`config.mk`:
```
export PLATFORM = sky130hd
export DESIGN_NAME = periodic_task_timer_table_flat
export DESIGN_NICKNAME = d
export VERILOG_FILES = /design/src/hw/rtl/ptt_pkg.sv /design/src/hw/rtl/ptt_if.sv /design/src/hw/rtl/ptt_front.sv /design/src/hw/rtl/ptt_cmd_queue.sv /design/src/hw/rtl/ptt_back.sv /design/src/hw/rtl/periodic_task_timer_table.sv /design/src/flat_wrapper.sv
export SDC_FILE = /design/constraint.sdc
export NUM_CORES = 1
export LEC_CHECK = 0
export BUFFER_PORTS_ARGS = -buffer_cell sky130_fd_sc_hd__buf_2
export CORE_MARGIN = 2
export CORE_UTILIZATION = 45
export DETAILED_ROUTE_END_ITERATION = 8
export GPL_ROUTABILITY_DRIVEN = 0
export GPL_TIMING_DRIVEN = 0
export HOLD_SLACK_MARGIN = 0.03
export PLACE_DENSITY_LB_ADDON = 0.05
export SLEW_MARGIN = 40
export SYNTH_ARGS = -nofsm -noshare
export SYNTH_HDL_FRONTEND = slang
export SYNTH_SLANG_ARGS = --single-unit
```
`constraint.sdc`:
```
create_clock -name clk -period 19.7 [get_ports clk]
set_input_delay 0 -clock clk [delete_from_list [all_inputs] [get_ports clk]]
set_output_delay 0 -clock clk [all_outputs]
set_load 0.005 [all_outputs]
```
`src/hw/rtl/ptt_pkg.sv`:
```
// Package for the periodic task timer table: field widths, codes, command and
// table entry types, and the back-end state type. No dependencies.
`timescale 1ns / 1ps

package ptt_pkg;

	localparam int SLOTS_DEF = 16;

	localparam int MODE_W   = 2;
	localparam int PERIOD_W = 24;
	localparam int SLOT_W   = 4;
	localparam int KIND_W   = 3;
	localparam int TICK_W   = 16;
	localparam int ACCUM_W  = 25;

	localparam logic [TICK_W-1:0] MIN_TICK = 16'd50;

	localparam logic [MODE_W-1:0] MODE_ADD    = 2'd0;
	localparam logic [MODE_W-1:0] MODE_REMOVE = 2'd1;
	localparam logic [MODE_W-1:0] MODE_TICK   = 2'd2;

	localparam logic [KIND_W-1:0] KIND_ADDED     = 3'd0;
	localparam logic [KIND_W-1:0] KIND_REMOVED   = 3'd1;
	localparam logic [KIND_W-1:0] KIND_FIRED     = 3'd2;
	localparam logic [KIND_W-1:0] KIND_DONE      = 3'd3;
	localparam logic [KIND_W-1:0] KIND_FULL      = 3'd4;
	localparam logic [KIND_W-1:0] KIND_NOT_FOUND = 3'd5;

	// The command queue depth must be a power of two so the pointers wrap.
	localparam int Q_DEPTH = 2;
	localparam int Q_PTR_W = $clog2(Q_DEPTH);
	localparam int Q_CNT_W = $clog2(Q_DEPTH + 1);

	typedef enum logic [1:0] {
		OP_ADD,
		OP_REMOVE,
		OP_TICK
	} op_t;

	typedef struct packed {
		op_t                 op;
		logic [PERIOD_W-1:0] period;
		logic [SLOT_W-1:0]   slot;
		logic                slot_ok;
	} cmd_t;

	typedef struct packed {
		logic [PERIOD_W-1:0] period;
		logic [ACCUM_W-1:0]  accum;
	} entry_t;

	typedef enum logic [1:0] {
		ST_IDLE,
		ST_WALK,
		ST_DONE
	} back_state_t;

endpackage

```
`src/hw/rtl/ptt_if.sv`:
```
// Valid/ready channel interfaces for the timer table input and result items.
// Depends on ptt_pkg for the field widths.
`timescale 1ns / 1ps

interface ptt_in_if;
	logic                         valid;
	logic                         ready;
	logic [ptt_pkg::MODE_W-1:0]   mode;
	logic [ptt_pkg::PERIOD_W-1:0] period;
	logic [ptt_pkg::SLOT_W-1:0]   slot;

	modport source (output valid, mode, period, slot, input ready);
	modport sink (input valid, mode, period, slot, output ready);
endinterface

interface ptt_out_if;
	logic                       valid;
	logic                       ready;
	logic [ptt_pkg::KIND_W-1:0] kind;
	logic [ptt_pkg::SLOT_W-1:0] slot_out;
	logic                       last;

	modport source (output valid, kind, slot_out, last, input ready);
	modport sink (input valid, kind, slot_out, last, output ready);
endinterface

```
`src/hw/rtl/ptt_front.sv`:
```
// Front end: accepts input items, drops unused modes, clamps the add period
// to the base tick and range-checks the remove slot. Uses ptt_pkg and ptt_in_if.
`timescale 1ns / 1ps

module ptt_front #(
	parameter int SLOTS = ptt_pkg::SLOTS_DEF
) (
	ptt_in_if.sink                     in_ch,
	input  logic [ptt_pkg::TICK_W-1:0] base_tick,
	output ptt_pkg::cmd_t              push_cmd,
	output logic                       push_valid,
	input  logic                       push_ready
);
	import ptt_pkg::*;

	logic [PERIOD_W-1:0] tick_ext;
	logic                known_mode;

	assign in_ch.ready = push_ready;
	assign tick_ext    = PERIOD_W'(base_tick);

	always_comb begin
		known_mode = (in_ch.mode == MODE_ADD) || (in_ch.mode == MODE_REMOVE)
			|| (in_ch.mode == MODE_TICK);
		push_valid = in_ch.valid && known_mode;
		case (in_ch.mode)
			MODE_ADD:    push_cmd.op = OP_ADD;
			MODE_REMOVE: push_cmd.op = OP_REMOVE;
			default:     push_cmd.op = OP_TICK;
		endcase
		push_cmd.period  = (in_ch.period > tick_ext) ? in_ch.period : tick_ext;
		push_cmd.slot    = in_ch.slot;
		push_cmd.slot_ok = int'(in_ch.slot) < SLOTS;
	end

endmodule

```
`src/hw/rtl/ptt_cmd_queue.sv`:
```
// Short command queue between the front end and the back end.
// Depends on ptt_pkg for the command type and depth.
`timescale 1ns / 1ps

module ptt_cmd_queue (
	input  logic          clk,
	input  logic          arst_n,
	input  ptt_pkg::cmd_t push_cmd,
	input  logic          push_valid,
	output logic          push_ready,
	output ptt_pkg::cmd_t head,
	output logic          head_valid,
	input  logic          head_pop
);
	import ptt_pkg::*;

	cmd_t               q_mem_q [Q_DEPTH];
	logic [Q_PTR_W-1:0] wr_ptr_q;
	logic [Q_PTR_W-1:0] rd_ptr_q;
	logic [Q_CNT_W-1:0] cnt_q;
	logic               do_push;
	logic               do_pop;

	assign push_ready = cnt_q != Q_CNT_W'(Q_DEPTH);
	assign head_valid = cnt_q != '0;
	assign head       = q_mem_q[rd_ptr_q];
	assign do_push    = push_valid && push_ready;
	assign do_pop     = head_pop && head_valid;

	always_ff @(posedge clk or negedge arst_n) begin
		if (!arst_n) begin
			wr_ptr_q <= '0;
			rd_ptr_q <= '0;
			cnt_q    <= '0;
		end else begin
			if (do_push) wr_ptr_q <= wr_ptr_q + 1'b1;
			if (do_pop) rd_ptr_q <= rd_ptr_q + 1'b1;
			if (do_push && !do_pop) cnt_q <= cnt_q + 1'b1;
			else if (!do_push && do_pop) cnt_q <= cnt_q - 1'b1;
		end
	end

	always_ff @(posedge clk) begin
		if (do_push) q_mem_q[wr_ptr_q] <= push_cmd;
	end

endmodule

```
`src/hw/rtl/ptt_back.sv`:
```
// Back end: executes add, remove and tick commands against the slot table
// and drives the registered result channel. Uses ptt_pkg and ptt_out_if.
`timescale 1ns / 1ps

module ptt_back #(
	parameter int SLOTS = ptt_pkg::SLOTS_DEF
) (
	input  logic                       clk,
	input  logic                       arst_n,
	input  logic [ptt_pkg::TICK_W-1:0] base_tick,
	input  ptt_pkg::cmd_t              head,
	input  logic                       head_valid,
	output logic                       head_pop,
	ptt_out_if.source                  out_ch
);
	import ptt_pkg::*;

	localparam int IDX_W = (SLOTS > 1) ? $clog2(SLOTS) : 1;

	back_state_t        state_q;
	back_state_t        state_d;
	logic [IDX_W-1:0]   idx_q;
	logic [IDX_W-1:0]   idx_d;
	logic [SLOTS-1:0]   valid_q;
	entry_t             mem [SLOTS];
	entry_t             rd_q;

	logic               mem_we;
	logic [IDX_W-1:0]   mem_wa;
	entry_t             mem_wd;
	logic               set_en;
	logic               clr_en;
	logic [IDX_W-1:0]   vidx;

	logic               free_found;
	logic [IDX_W-1:0]   free_idx;
	logic [IDX_W-1:0]   rm_idx;
	logic               rm_hit;
	logic [IDX_W+SLOT_W-1:0] free_ext;
	logic [IDX_W+SLOT_W-1:0] walk_ext;
	logic [ACCUM_W-1:0] sum;
	logic               step;

	logic               emit_ok;
	logic               emit;
	logic [KIND_W-1:0]  e_kind;
	logic [SLOT_W-1:0]  e_slot;
	logic               e_last;

	logic               ovalid_q;
	logic [KIND_W-1:0]  okind_q;
	logic [SLOT_W-1:0]  oslot_q;
	logic               olast_q;

	always_comb begin
		free_found = 1'b0;
		free_idx   = '0;
		for (int i = SLOTS - 1; i >= 0; i--) begin
			if (!valid_q[i]) begin
				free_found = 1'b1;
				free_idx   = IDX_W'(i);
			end
		end
	end

	assign rm_idx   = IDX_W'(head.slot);
	assign rm_hit   = head.slot_ok && valid_q[rm_idx];
	assign free_ext = {{SLOT_W{1'b0}}, free_idx};
	assign walk_ext = {{SLOT_W{1'b0}}, idx_q};
	assign sum      = rd_q.accum + ACCUM_W'(base_tick);
	assign emit_ok  = !ovalid_q || out_ch.ready;

	always_ff @(posedge clk or negedge arst_n) begin
		if (!arst_n) begin
			state_q <= ST_IDLE;
			idx_q   <= '0;
		end else begin
			state_q <= state_d;
			idx_q   <= idx_d;
		end
	end

	always_comb begin
		state_d  = state_q;
		idx_d    = idx_q;
		head_pop = 1'b0;
		emit     = 1'b0;
		e_kind   = KIND_DONE;
		e_slot   = '0;
		e_last   = 1'b1;
		mem_we   = 1'b0;
		mem_wa   = idx_q;
		mem_wd   = rd_q;
		set_en   = 1'b0;
		clr_en   = 1'b0;
		vidx     = idx_q;
		step     = 1'b0;
		case (state_q)
			ST_IDLE: begin
				if (head_valid && emit_ok) begin
					head_pop = 1'b1;
					case (head.op)
						OP_ADD: begin
							emit = 1'b1;
							if (free_found) begin
								e_kind       = KIND_ADDED;
								e_slot       = free_ext[SLOT_W-1:0];
								set_en       = 1'b1;
								vidx         = free_idx;
								mem_we       = 1'b1;
								mem_wa       = free_idx;
								mem_wd.period = head.period;
								mem_wd.accum  = '0;
							end else begin
								e_kind = KIND_FULL;
							end
						end
						OP_REMOVE: begin
							emit = 1'b1;
							if (rm_hit) begin
								e_kind = KIND_REMOVED;
								e_slot = head.slot;
								clr_en = 1'b1;
								vidx   = rm_idx;
							end else begin
								e_kind = KIND_NOT_FOUND;
							end
						end
						default: begin
							state_d = ST_WALK;
							idx_d   = '0;
						end
					endcase
				end
			end
			ST_WALK: begin
				if (!valid_q[idx_q]) begin
					step = 1'b1;
				end else if (sum >= {1'b0, rd_q.period}) begin
					if (emit_ok) begin
						emit         = 1'b1;
						e_kind       = KIND_FIRED;
						e_slot       = walk_ext[SLOT_W-1:0];
						e_last       = 1'b0;
						mem_we       = 1'b1;
						mem_wd.accum = '0;
						step         = 1'b1;
					end
				end else begin
					mem_we       = 1'b1;
					mem_wd.accum = sum;
					step         = 1'b1;
				end
				if (step) begin
					if (idx_q == IDX_W'(SLOTS - 1)) state_d = ST_DONE;
					else idx_d = idx_q + 1'b1;
				end
			end
			ST_DONE: begin
				if (emit_ok) begin
					emit    = 1'b1;
					state_d = ST_IDLE;
				end
			end
			default: begin
				state_d = ST_IDLE;
			end
		endcase
	end

	always_ff @(posedge clk or negedge arst_n) begin
		if (!arst_n) begin
			valid_q <= '0;
		end else begin
			if (set_en) valid_q[vidx] <= 1'b1;
			if (clr_en) valid_q[vidx] <= 1'b0;
		end
	end

	// The read address follows the next walk index, so the entry of the
	// current index is already registered while the walk is on it.
	always_ff @(posedge clk) begin
		if (mem_we) mem[mem_wa] <= mem_wd;
		rd_q <= mem[idx_d];
	end

	always_ff @(posedge clk or negedge arst_n) begin
		if (!arst_n) begin
			ovalid_q <= 1'b0;
		end else begin
			if (emit) ovalid_q <= 1'b1;
			else if (out_ch.ready) ovalid_q <= 1'b0;
		end
	end

	always_ff @(posedge clk) begin
		if (emit) begin
			okind_q <= e_kind;
			oslot_q <= e_slot;
			olast_q <= e_last;
		end
	end

	assign out_ch.valid    = ovalid_q;
	assign out_ch.kind     = okind_q;
	assign out_ch.slot_out = oslot_q;
	assign out_ch.last     = olast_q;

endmodule

```
`src/hw/rtl/periodic_task_timer_table.sv`:
```
// Top level of the periodic task timer table: base tick register, front end,
// command queue and back end. Uses ptt_pkg, ptt_if and the ptt_* modules.
//
// Usage: input items arrive on in_ch (mode, period, slot) and result items
// leave on out_ch (kind, slot_out, last); both are valid/ready channels.
// base_tick is written through cfg_we/cfg_wdata; the user must do so only
// while the block is idle, which the block does not enforce; values below
// 50 are stored as 50. An add or remove gives one result: the item passes
// the command queue, the back end handles it in its idle state, and the
// result goes to the output register. A tick runs in steps in the back end:
// a start in the idle state, a walk over every slot of the period/accumulator
// memory, then the tick_done result. A fire stalls only if out_ch stalls.
// Unused mode 3 is accepted and dropped without a result.
// A two-entry command queue lets in_ch keep accepting items while the back
// end works or out_ch stalls; in_ch.ready falls only when the queue is full.
// Results sit in an output register until out_ch.ready takes them.
// Reset clears all slots to free and base_tick to 50; no clearing pass.
`timescale 1ns / 1ps

module periodic_task_timer_table #(
	parameter int SLOTS = ptt_pkg::SLOTS_DEF
) (
	input  logic                       clk,
	input  logic                       arst_n,
	input  logic                       cfg_we,
	input  logic [ptt_pkg::TICK_W-1:0] cfg_wdata,
	ptt_in_if.sink                     in_ch,
	ptt_out_if.source                  out_ch
);
	import ptt_pkg::*;

	logic [TICK_W-1:0] base_tick_q;
	cmd_t              push_cmd;
	logic              push_valid;
	logic              push_ready;
	cmd_t              head;
	logic              head_valid;
	logic              head_pop;

	always_ff @(posedge clk or negedge arst_n) begin
		if (!arst_n) begin
			base_tick_q <= MIN_TICK;
		end else if (cfg_we) begin
			base_tick_q <= (cfg_wdata < MIN_TICK) ? MIN_TICK : cfg_wdata;
		end
	end

	ptt_front #(
		.SLOTS(SLOTS)
	) u_front (
		.in_ch     (in_ch),
		.base_tick (base_tick_q),
		.push_cmd  (push_cmd),
		.push_valid(push_valid),
		.push_ready(push_ready)
	);

	ptt_cmd_queue u_queue (
		.clk       (clk),
		.arst_n    (arst_n),
		.push_cmd  (push_cmd),
		.push_valid(push_valid),
		.push_ready(push_ready),
		.head      (head),
		.head_valid(head_valid),
		.head_pop  (head_pop)
	);

	ptt_back #(
		.SLOTS(SLOTS)
	) u_back (
		.clk       (clk),
		.arst_n    (arst_n),
		.base_tick (base_tick_q),
		.head      (head),
		.head_valid(head_valid),
		.head_pop  (head_pop),
		.out_ch    (out_ch)
	);

endmodule

```
`src/flat_wrapper.sv`:
```
// flat-port wrapper written by rule: the top's interface ports become plain ports
module periodic_task_timer_table_flat import ptt_pkg::*;
#(
	parameter int SLOTS = ptt_pkg::SLOTS_DEF
)
  (clk, arst_n, cfg_we, cfg_wdata, in_ch_valid, in_ch_mode, in_ch_period, in_ch_slot, in_ch_ready, out_ch_valid, out_ch_kind, out_ch_slot_out, out_ch_last, out_ch_ready);
  ptt_in_if in_ch_i ();
  ptt_out_if out_ch_i ();
  input  logic clk;
  input  logic arst_n;
  input  logic cfg_we;
  input  logic [ptt_pkg::TICK_W-1:0] cfg_wdata;
  input wire logic [$bits(in_ch_i.valid)-1:0] in_ch_valid;
  input wire logic [$bits(in_ch_i.mode)-1:0] in_ch_mode;
  input wire logic [$bits(in_ch_i.period)-1:0] in_ch_period;
  input wire logic [$bits(in_ch_i.slot)-1:0] in_ch_slot;
  output wire logic [$bits(in_ch_i.ready)-1:0] in_ch_ready;
  output wire logic [$bits(out_ch_i.valid)-1:0] out_ch_valid;
  output wire logic [$bits(out_ch_i.kind)-1:0] out_ch_kind;
  output wire logic [$bits(out_ch_i.slot_out)-1:0] out_ch_slot_out;
  output wire logic [$bits(out_ch_i.last)-1:0] out_ch_last;
  input wire logic [$bits(out_ch_i.ready)-1:0] out_ch_ready;
  assign in_ch_i.valid = in_ch_valid;
  assign in_ch_i.mode = in_ch_mode;
  assign in_ch_i.period = in_ch_period;
  assign in_ch_i.slot = in_ch_slot;
  assign in_ch_ready = in_ch_i.ready;
  assign out_ch_valid = out_ch_i.valid;
  assign out_ch_kind = out_ch_i.kind;
  assign out_ch_slot_out = out_ch_i.slot_out;
  assign out_ch_last = out_ch_i.last;
  assign out_ch_i.ready = out_ch_ready;
  periodic_task_timer_table #(.SLOTS(SLOTS)) u_core (.clk(clk), .arst_n(arst_n), .cfg_we(cfg_we), .cfg_wdata(cfg_wdata), .in_ch(in_ch_i), .out_ch(out_ch_i));
endmodule
```
==> results of run 1 <==
-- synthesized netlist by cell type (3+ instances only) --
cell type | n | area (um2)
dfstp_2 | 3 | 78.8
nor3_1 | 10 | 50.1
edfxtp_1 | 852 | 25600
mux4_2 | 107 | 2410
and2_1 | 6 | 37.5
buf_2 | 36 | 180
nor2b_1 | 12 | 75.1
and3_1 | 10 | 62.6
nand4_1 | 13 | 81.3
a21o_1 | 17 | 128
dfxtp_1 | 49 | 981
ha_1 | 58 | 726
xor2_1 | 8 | 70.1
nor2_1 | 46 | 173
a211oi_1 | 5 | 37.5
o21bai_1 | 5 | 37.5
inv_1 | 56 | 210
buf_4 | 15 | 113
buf_6 | 5 | 56.3
nor4_1 | 7 | 43.8
o2111ai_1 | 4 | 35.0
o22a_1 | 3 | 26.3
dfrtp_1 | 40 | 1000
mux2_1 | 24 | 270
or2_2 | 4 | 25.0
nand2_1 | 179 | 672
mux2_2 | 90 | 1010
nand3_1 | 60 | 300
nand2b_1 | 16 | 100
clkbuf_1 | 54 | 203
buf_1 | 7 | 26.3
a21oi_1 | 70 | 350
a31oi_1 | 3 | 18.8
or3_1 | 4 | 25.0
a22o_1 | 18 | 158
xnor2_1 | 18 | 158
a22oi_1 | 51 | 383
mux2i_1 | 135 | 1350
o211ai_1 | 103 | 773
o21ai_0 | 56 | 280
-- worst min path at each step --
stage	startpoint	to	cells after the start	slack, ns
floorplan	arst_n	u_core.base_tick_q[0]$_DFFE_PN0P_	0	-0.30
global placement	in_ch_slot[1]	u_core.u_queue.q_mem_q[1][1]$_DFFE_PP_	1	0.19
detailed placement	arst_n	u_core.u_queue.cnt_q[1]$_DFFE_PN0P_	1	0.06
CTS	in_ch_slot[1]	u_core.u_queue.q_mem_q[0][1]$_DFFE_PP_	2	0.03
global route	in_ch_slot[1]	u_core.u_queue.q_mem_q[0][1]$_DFFE_PP_	2	0.06
finish	in_ch_slot[1]	u_core.u_queue.q_mem_q[0][1]$_DFFE_PP_	2	0.07
-- per-layer routing --
| layer | global-route usage [%] | vias to the layer above | share of wire, % |
|---|---|---|---|
| li1 | - | 9703 | - |
| met1 | 33.2 | 11400 | 45 |
| met2 | 37.8 | 625 | 48 |
| met3 | 3.43 | 133 | 5.3 |
| met4 | 5.69 | 0 | 2.1 |
| met5 | 0 | - | 0 |
-- cell type report --
cell class | instances | area, um2
flip-flops and latches | 944 | 27600
repair buffers | 195 | 2100
plain buffers | 119 | 593
well taps | 1144 | 1430
clock inverters | 46 | 614
fillers | 6864 | 39400
clock buffers | 139 | 2730
multi-input cells | 1183 | 10600
inverters | 57 | 214
diodes | 1 | 2.50
-- registers in the layout, indices dropped and copies added (netlist names) --
| register | count |
|---|---|
| u_core.u_back.idx_q | 4 |
| u_core.u_back.mem | 784 |
| u_core.u_queue.cnt_q | 2 |
| u_core.u_back.state_q | 2 |
| u_core.u_queue.q_mem_q | 60 |
| u_core.base_tick_q | 16 |
| u_core.u_back.out_ch.valid | 1 |
| u_core.u_back.rd_q | 49 |
| u_core.u_queue.wr_ptr_q | 1 |
| u_core.u_queue.rd_ptr_q | 1 |
| u_core.u_back.out_ch.slot_out | 4 |
| u_core.u_back.out_ch.kind | 3 |
| u_core.u_back.out_ch.last | 1 |
| u_core.u_back.valid_q | 16 |
-- stage by stage --
stage               total power [mW]  setup slack, ns  instance area (um2)
floorplan                       5.24            12.66                38700
detailed placement              6.59            12.17                41800
global route                    8.88            11.68                45900
finish                          8.45            12.04                45900
global placement                6.45             8.63                40500
CTS                             8.52            12.10                45800
-- timing repair --
item	in CTS	in global routing
endpoints found under the setup margin	0	0
hold endpoints to repair	137	0
hold buffers	72	0
-- kinds of logic after synthesis --
kind of cell,count (synthesis)
adder cells (fa/ha/maj),59
buffers and inverters,176
flip-flops,944
AO/OA/AOI/OAI,362
multiplexers,359
AND/OR/NAND/NOR,377
XOR/XNOR,26
-- power by group through the flow --
stage	sequential, mW	combinational, mW	clock [mW]
2_1_floorplan	2.96	2.28	0
3_3_place_gp	3.01	3.44	0
3_5_place_dp	2.99	3.60	0
4_1_cts	2.95	3.64	1.93
5_1_grt	2.97	3.90	2.01
6_report	2.95	3.60	1.90
==> summary.md, run 1 <==
| Metric | Value |
|---|---|
| Post-layout minimum cycle time | approximately 7.7 ns |
| CP max stage delay | 0.49 ns |
| CP endpoint kind | register |
| Fin crit share | between 30% and 40% |
| Syn nets | 2413 |
| Commonest non-fill, non-tap cell in the layout | edfxtp_1 |
| Post-synthesis sequential area ratio | 71.4% |
| Yosys Warn Count | 0 |
| First-pass GRT wire length | between 150000 and 200000 um |
| Critical-path maximum fanout | 10 |
| Worst setup SP type | register |
| Xor and xnor area share after synthesis | less than 1% |
| Start point of the critical path | u_core.base_tick_q[0]$_DFFE_PN0P_ |
| Vias in the first global route | between 20000 and 25000 |
| Family with the most delay on the worst path | compound AO/OA/AOI/OAI gates |
| Final setup vio count | 0 |
| Flops & latches, synth | roughly 940 |
| DP HPWL | 73200 um |
| P_int | about 5.2 mW |
| Post-synth EDFFs | ~850 |
| Highest Clock Rate | ~130 MHz |
| Share of cells above drive strength 1 | ~22% |
| Cell Chain, Critical Path | ha_1 > fa_1 > a211oi_1 > o21ai_1 > or2_2 > a31oi_1 > o21bai_1 > nand3_1 > nor2_1 > xor2_1 > ha_1 > a21oi_1 > o21ai_0 > nor4_1 > a41oi_1 > nor3_4 > o211a_4 > mux2i_4 > buf_2 > buf_2 > mux4_2 > a22oi_1 > nand3_1 |
| DIE HEIGHT | slightly below 300 um |
| Post-DRT Antenna Nets | 0 |
| Wire per inst | ~27 um |
| Worst-Skew Late Latency | between 0.6 and 0.7 ns |
| Clock Tree Buf Depth | 3 |
| Final Hold Viols | 0 |
| Core ar. | 85300 um2 |
| Mapped Area | approximately 39000 um2 |
| Combinational power share | a little over two fifths |
| Worst-path clk slew | about 0.060 ns |
| Netlist cell types | 75 |
| Most frequent cells in the layout | 852 x edfxtp_1, 179 x nand2_1, 131 x mux2i_1 |
| Total grt overflow | 0 |
| Chip width | between 200 and 300 um |
| Drt pass-1 iters | 5 |
| Fin cells | ~3800 |
| Mux share of post-synthesis cell area | a little over an eighth |
| R2R Path End | u_core.u_back.rd_q[23]$_DFF_P_ |
| Simple-gate share of the synthesized area | between 4 and 5% |
| Seq pwr share | between 30% and 40% |
| DRT iter0 DRCs | 1766 |
| Post-Syn Instances | 2303 |
| Root Buffer | clkbuf_16 |
| Slew headroom | just over 40% |
| WHS | just over 0.07 ns |
| Via count | roughly 22000 |
| Post-synth ARST share | 4.56% |
| I/O pin cnt | a little over 60 |
| Die Area | 88400 um2 |
| Syn-to-layout area delta | 18.5% |
| Largest net degree at the start of global routing | 41 |
| Synth Area in Compound Gates | 6.38% |
| P_sw | between 3 and 4 mW |
| NumNets Final | approximately 2700 |
| Cell area power density | about 180 nW/um2 |
| DRC violations left | 0 |
| RSZ-0062 raised after global routing | false |
| Adder-cell share of the synthesized area | under 10% |
| TritonCTS Buffers | 100 |
| Worst R2R Setup Slack | about 12 ns |
| Worst EP required | 20.18 ns |
| Critical Path AT | 8.14 ns |
| Final Core Density | a little over half |
| VDD IR max | about 0.12 mV |
| Status | complete, no violations |
| Crit path buffers/inverters | 2 |
| Critical path type | reg -> reg |
| Main flop type after synthesis | edfxtp_1 |
| CTS tree | built |
| Max cap viols | 0 |
| # port buffers | ~60 |
| Crit-path slowest cell | buf_2 |
| Switching Fraction | a little under two fifths |
| Slew Viols, Final | 0 |
| Post-cts resize count | 0 |
| Static leakage | between 15 and 20 nW |
| RR Startpoint | u_core.base_tick_q[0]$_DFFE_PN0P_ |
| Worst slew pin tran | ~0.88 ns |
| Sink Count | roughly 940 |
| # rows | 107 |
| Initial antenna violation count | 2 |
| DR vias/cell | 5.72 |
| Critical Path Sink | u_core.u_back.rd_q[23]$_DFF_P_ |
| Initial Util | ~45% |
| Reg2reg path depth | 23 |
| H-tree levels | 3 |
| Clock network fraction of design power | between 20% and 30% |
| Tot GR Track Use | around a quarter |
| Inst Count DP | 3570 |
| Fin Setup TNS | 0 ns |
| Hold crit path type | in -> reg |
| # Post-CTS Setup Buffers | 0 |
| Stages on worst setup path | 23 |
| Mean Syn Cell Area | approximately 17 um2 |
| Post-Route WL | 102000 um |
| Worst Clk Skew | ~0.03 ns |
| Largest family of logic cells by synthesized area | multiplexers |
Note: power is estimated with default switching activity, not from simulation.
==> run 2: changes to the inputs <==
==> constraint.sdc (replaced) <==
create_clock -name clk -period 6.5 [get_ports clk]
set_input_delay 0 -clock clk [delete_from_list [all_inputs] [get_ports clk]]
set_output_delay 0 -clock clk [all_outputs]
set_load 0.005 [all_outputs]
==> run 2 against run 1 <==
Cell count up 1.1%. Combinational power rose to 3.2 times the previous value. Via count grew 0.19%. Routed wire length grew 0.58%. Worst setup slack worse by 12 ns. Largest power group unchanged. Die area unchanged. Sequential power rose to 3.0 times the previous value. Clock power grew to 3.0 times the previous value. Sequential cell count unchanged. Design area up 2.0%.
==> summary.md, run 2 (same netlist as run 1, synthesis figures left out) <==
| Metric | Value |
|---|---|
| Status | complete, no violations (unchanged) |
| DIE HEIGHT | 297 um (unchanged) |
| Critical path's most frequent cell | a21o_1 |
| Storage cell area | 27600 um2 (unchanged) |
| Critical-path maximum fanout | 10 (unchanged) |
| Inst Count DP | 3565 (was 3570) |
| Area occupied by multi-input gates | 10800 um2 (was 10600 um2) |
| Initial antenna violation count | 2 (unchanged) |
| Critical path type | reg -> reg (unchanged) |
| Worst EP required | 7.02 ns (was 20.18 ns) |
| Wire per inst | 26.6 um (was 26.7 um) |
| Static leakage | 16.4 nW (was 15.9 nW) |
| DRT iter0 DRCs | 1863 (was 1766) |
| DRC violations left | 0 (unchanged) |
| Tot GR Track Use | 23.2% (was 23.3%) |
| Drt pass-1 iters | 5 (unchanged) |
| Final setup vio count | 0 (unchanged) |
| I/O pin cnt | 61 (unchanged) |
| # port buffers | 59 (unchanged) |
| Max reg flops | 784 (unchanged) |
| Worst-Skew Late Latency | 0.66 ns (was 0.67 ns) |
| Pwr Total | 26.3 mW (was 8.45 mW) |
| Hold crit path type | in -> reg (unchanged) |
| VDD IR max | 0.317 mV (was 0.122 mV) |
| First-pass GRT wire length | 150000 um (was 151000 um) |
| Chip width | 297 um (unchanged) |
| Cell area power density | 562 nW/um2 (was 184 nW/um2) |
| Most frequent cells in the layout | 852 x edfxtp_1, 179 x nand2_1, 131 x mux2i_1 (unchanged) |
| # rows | 107 (unchanged) |
| WHS | 0.0763 ns (was 0.0714 ns) |
| Slew Viols, Final | 0 (unchanged) |
| Fin crit share | 97.8% (was 38.9%) |
| RR Startpoint | u_core.base_tick_q[1]$_DFFE_PN1P_ (was u_core.base_tick_q[0]$_DFFE_PN0P_) |
| Worst slew pin tran | 0.844 ns (was 0.878 ns) |
| Total grt overflow | 0 (unchanged) |
| Via count | 21900 (about the same) |
| # fillers | 6755 (was 6864) |
| CP max stage delay | 0.60 ns (was 0.49 ns) |
| DP HPWL | 73000 um (was 73200 um) |
| Fin Setup TNS | 0 ns (unchanged) |
| Sink Count | 944 (unchanged) |
| Largest net degree at the start of global routing | 41 (unchanged) |
| DR vias/cell | 5.67 (was 5.72) |
| Worst Clk Skew | 0.0299 ns (was 0.0305 ns) |
| Final Hold Viols | 0 (unchanged) |
| Most flops, register | u_core.u_back.mem (unchanged) |
| Regs by FF count | u_core.u_back.mem x784, u_core.u_queue.q_mem_q x60, u_core.u_back.rd_q x49 (unchanged) |
| Min-delay src | cfg_we (was in_ch_slot[1]) |
| CP endpoint kind | register (unchanged) |
| Share of cells above drive strength 1 | 26.3% (was 22.4%) |
| Post-Route WL | 103000 um (was 102000 um) |
| Max cap viols | 0 (unchanged) |
| Vias in the first global route | 22400 (about the same) |
| CTS tree | built (unchanged) |
| Core ar. | 85300 um2 (unchanged) |
| Post-DRT Antenna Nets | 0 (unchanged) |
| Initial Util | 45.4% (unchanged) |
| Slew headroom | 43.7% (was 41.4%) |
| Fin cells | 3869 (was 3828) |
| Highest Clock Rate | 157 MHz (was 130 MHz) |
| Die Area | 88400 um2 (unchanged) |
| TritonCTS Buffers | 99 (was 100) |
| Syn-to-layout area delta | 21.0% (was 18.5%) |
| H-tree levels | 3 (unchanged) |
| Commonest non-fill, non-tap cell in the layout | edfxtp_1 (unchanged) |
| Clock Tree Buf Depth | 3 (unchanged) |
| Crit-path slowest cell | dfstp_2 (was buf_2) |
| Critical Path AT | 6.88 ns (was 8.14 ns) |
| Root Buffer | clkbuf_16 (unchanged) |
| Post-layout minimum cycle time | 6.36 ns (was 7.66 ns) |
| RSZ-0062 raised after global routing | true (was false) |
| Worst-path clk slew | 0.06 ns (about the same) |
| NumNets Final | 2749 (was 2710) |
| Worst setup SP type | register (unchanged) |
| Start point of the critical path | u_core.base_tick_q[1]$_DFFE_PN1P_ (was u_core.base_tick_q[0]$_DFFE_PN0P_) |
-- run 2: per-layer routing --
| metal | wire length [um] | track usage (%) | up-vias | part of all wire [%] |
|---|---|---|---|---|
| li1 | - | - | 9788 | - |
| met1 | 46000 | 32.2 | 11400 | 45 |
| met2 | 48300 | 37.0 | 581 | 47 |
| met3 | 5650 | 4.58 | 149 | 5.5 |
| met4 | 2890 | 7.37 | 2 | 2.8 |
| met5 | 10 | 0 | - | 0.0097 |
-- run 2: timing repair --
action | CTS | global route
setup buffers | 23 | 27
pin swaps | 12 | 17
resized for setup | 82 | 60
hold buffers | 69 | 0
setup endpoints to repair | 717 | 999
endpoints found under the hold margin | 136 | 0
-- run 2: per-stage QoR --
step	worst slack, ns	util, %	area [um2]
finish	0.140	54.9	46800
global route	-0.0864	54.9	46800
CTS	-0.00977	54.4	46400
detailed placement	-0.914	49.1	41800
global placement	-4.69	47.5	40500
floorplan	-0.536	-	38700
-- run 2: final cells by class --
class	count	share of cell area, %
sequential	944	59.0
multi-input combinational	1183	23.1
clock buffer	137	5.98
timing repair buffer	238	5.56
tap	1144	3.06
buffer	116	1.67
clock inverter	49	1.14
inverter	57	0.457
antenna	1	0.00534
-- run 2: path summary, 6_finish.rpt --
path / cells after the start / to / slack (ns)
worst min register to register: 1 / u_core.u_queue.cnt_q[1]$_DFFE_PN0P_ / 0.51
worst min-delay path: 3 / u_core.base_tick_q[12]$_DFFE_PN0P_ / 0.08
max in group asynchronous: 4 / u_core.u_back.valid_q[14]$_DFF_PN0_ / 5.75
worst max register to register: 25 / u_core.u_back.rd_q[0]$_DFF_P_ / 0.14
worst max-delay path: 25 / u_core.u_back.rd_q[0]$_DFF_P_ / 0.14
min in group asynchronous: 3 / u_core.base_tick_q[1]$_DFFE_PN1P_ / 0.49
-- run 2: worst max-delay path, delay by kind of cell (launching register included) --
family / cells / cell delay, ns
xor gates and xnor gates: 1 / 0.14
and+or+nand+nor: 4 / 0.84
muxes: 2 / 0.58
adders and majority gates: 2 / 0.45
AOI/OAI and AO/OA: 13 / 2.91
DFF: 1 / 0.60
buffers and inverters: 3 / 0.65
-- run 2: power by group --
group          switching (mW)  total [mW]  leakage, nW  internal [mW]
registers               0.352        8.97         8.67           8.62
logic                    7.24        11.6         6.10           4.40
clock network            2.31        5.73         1.64           3.41
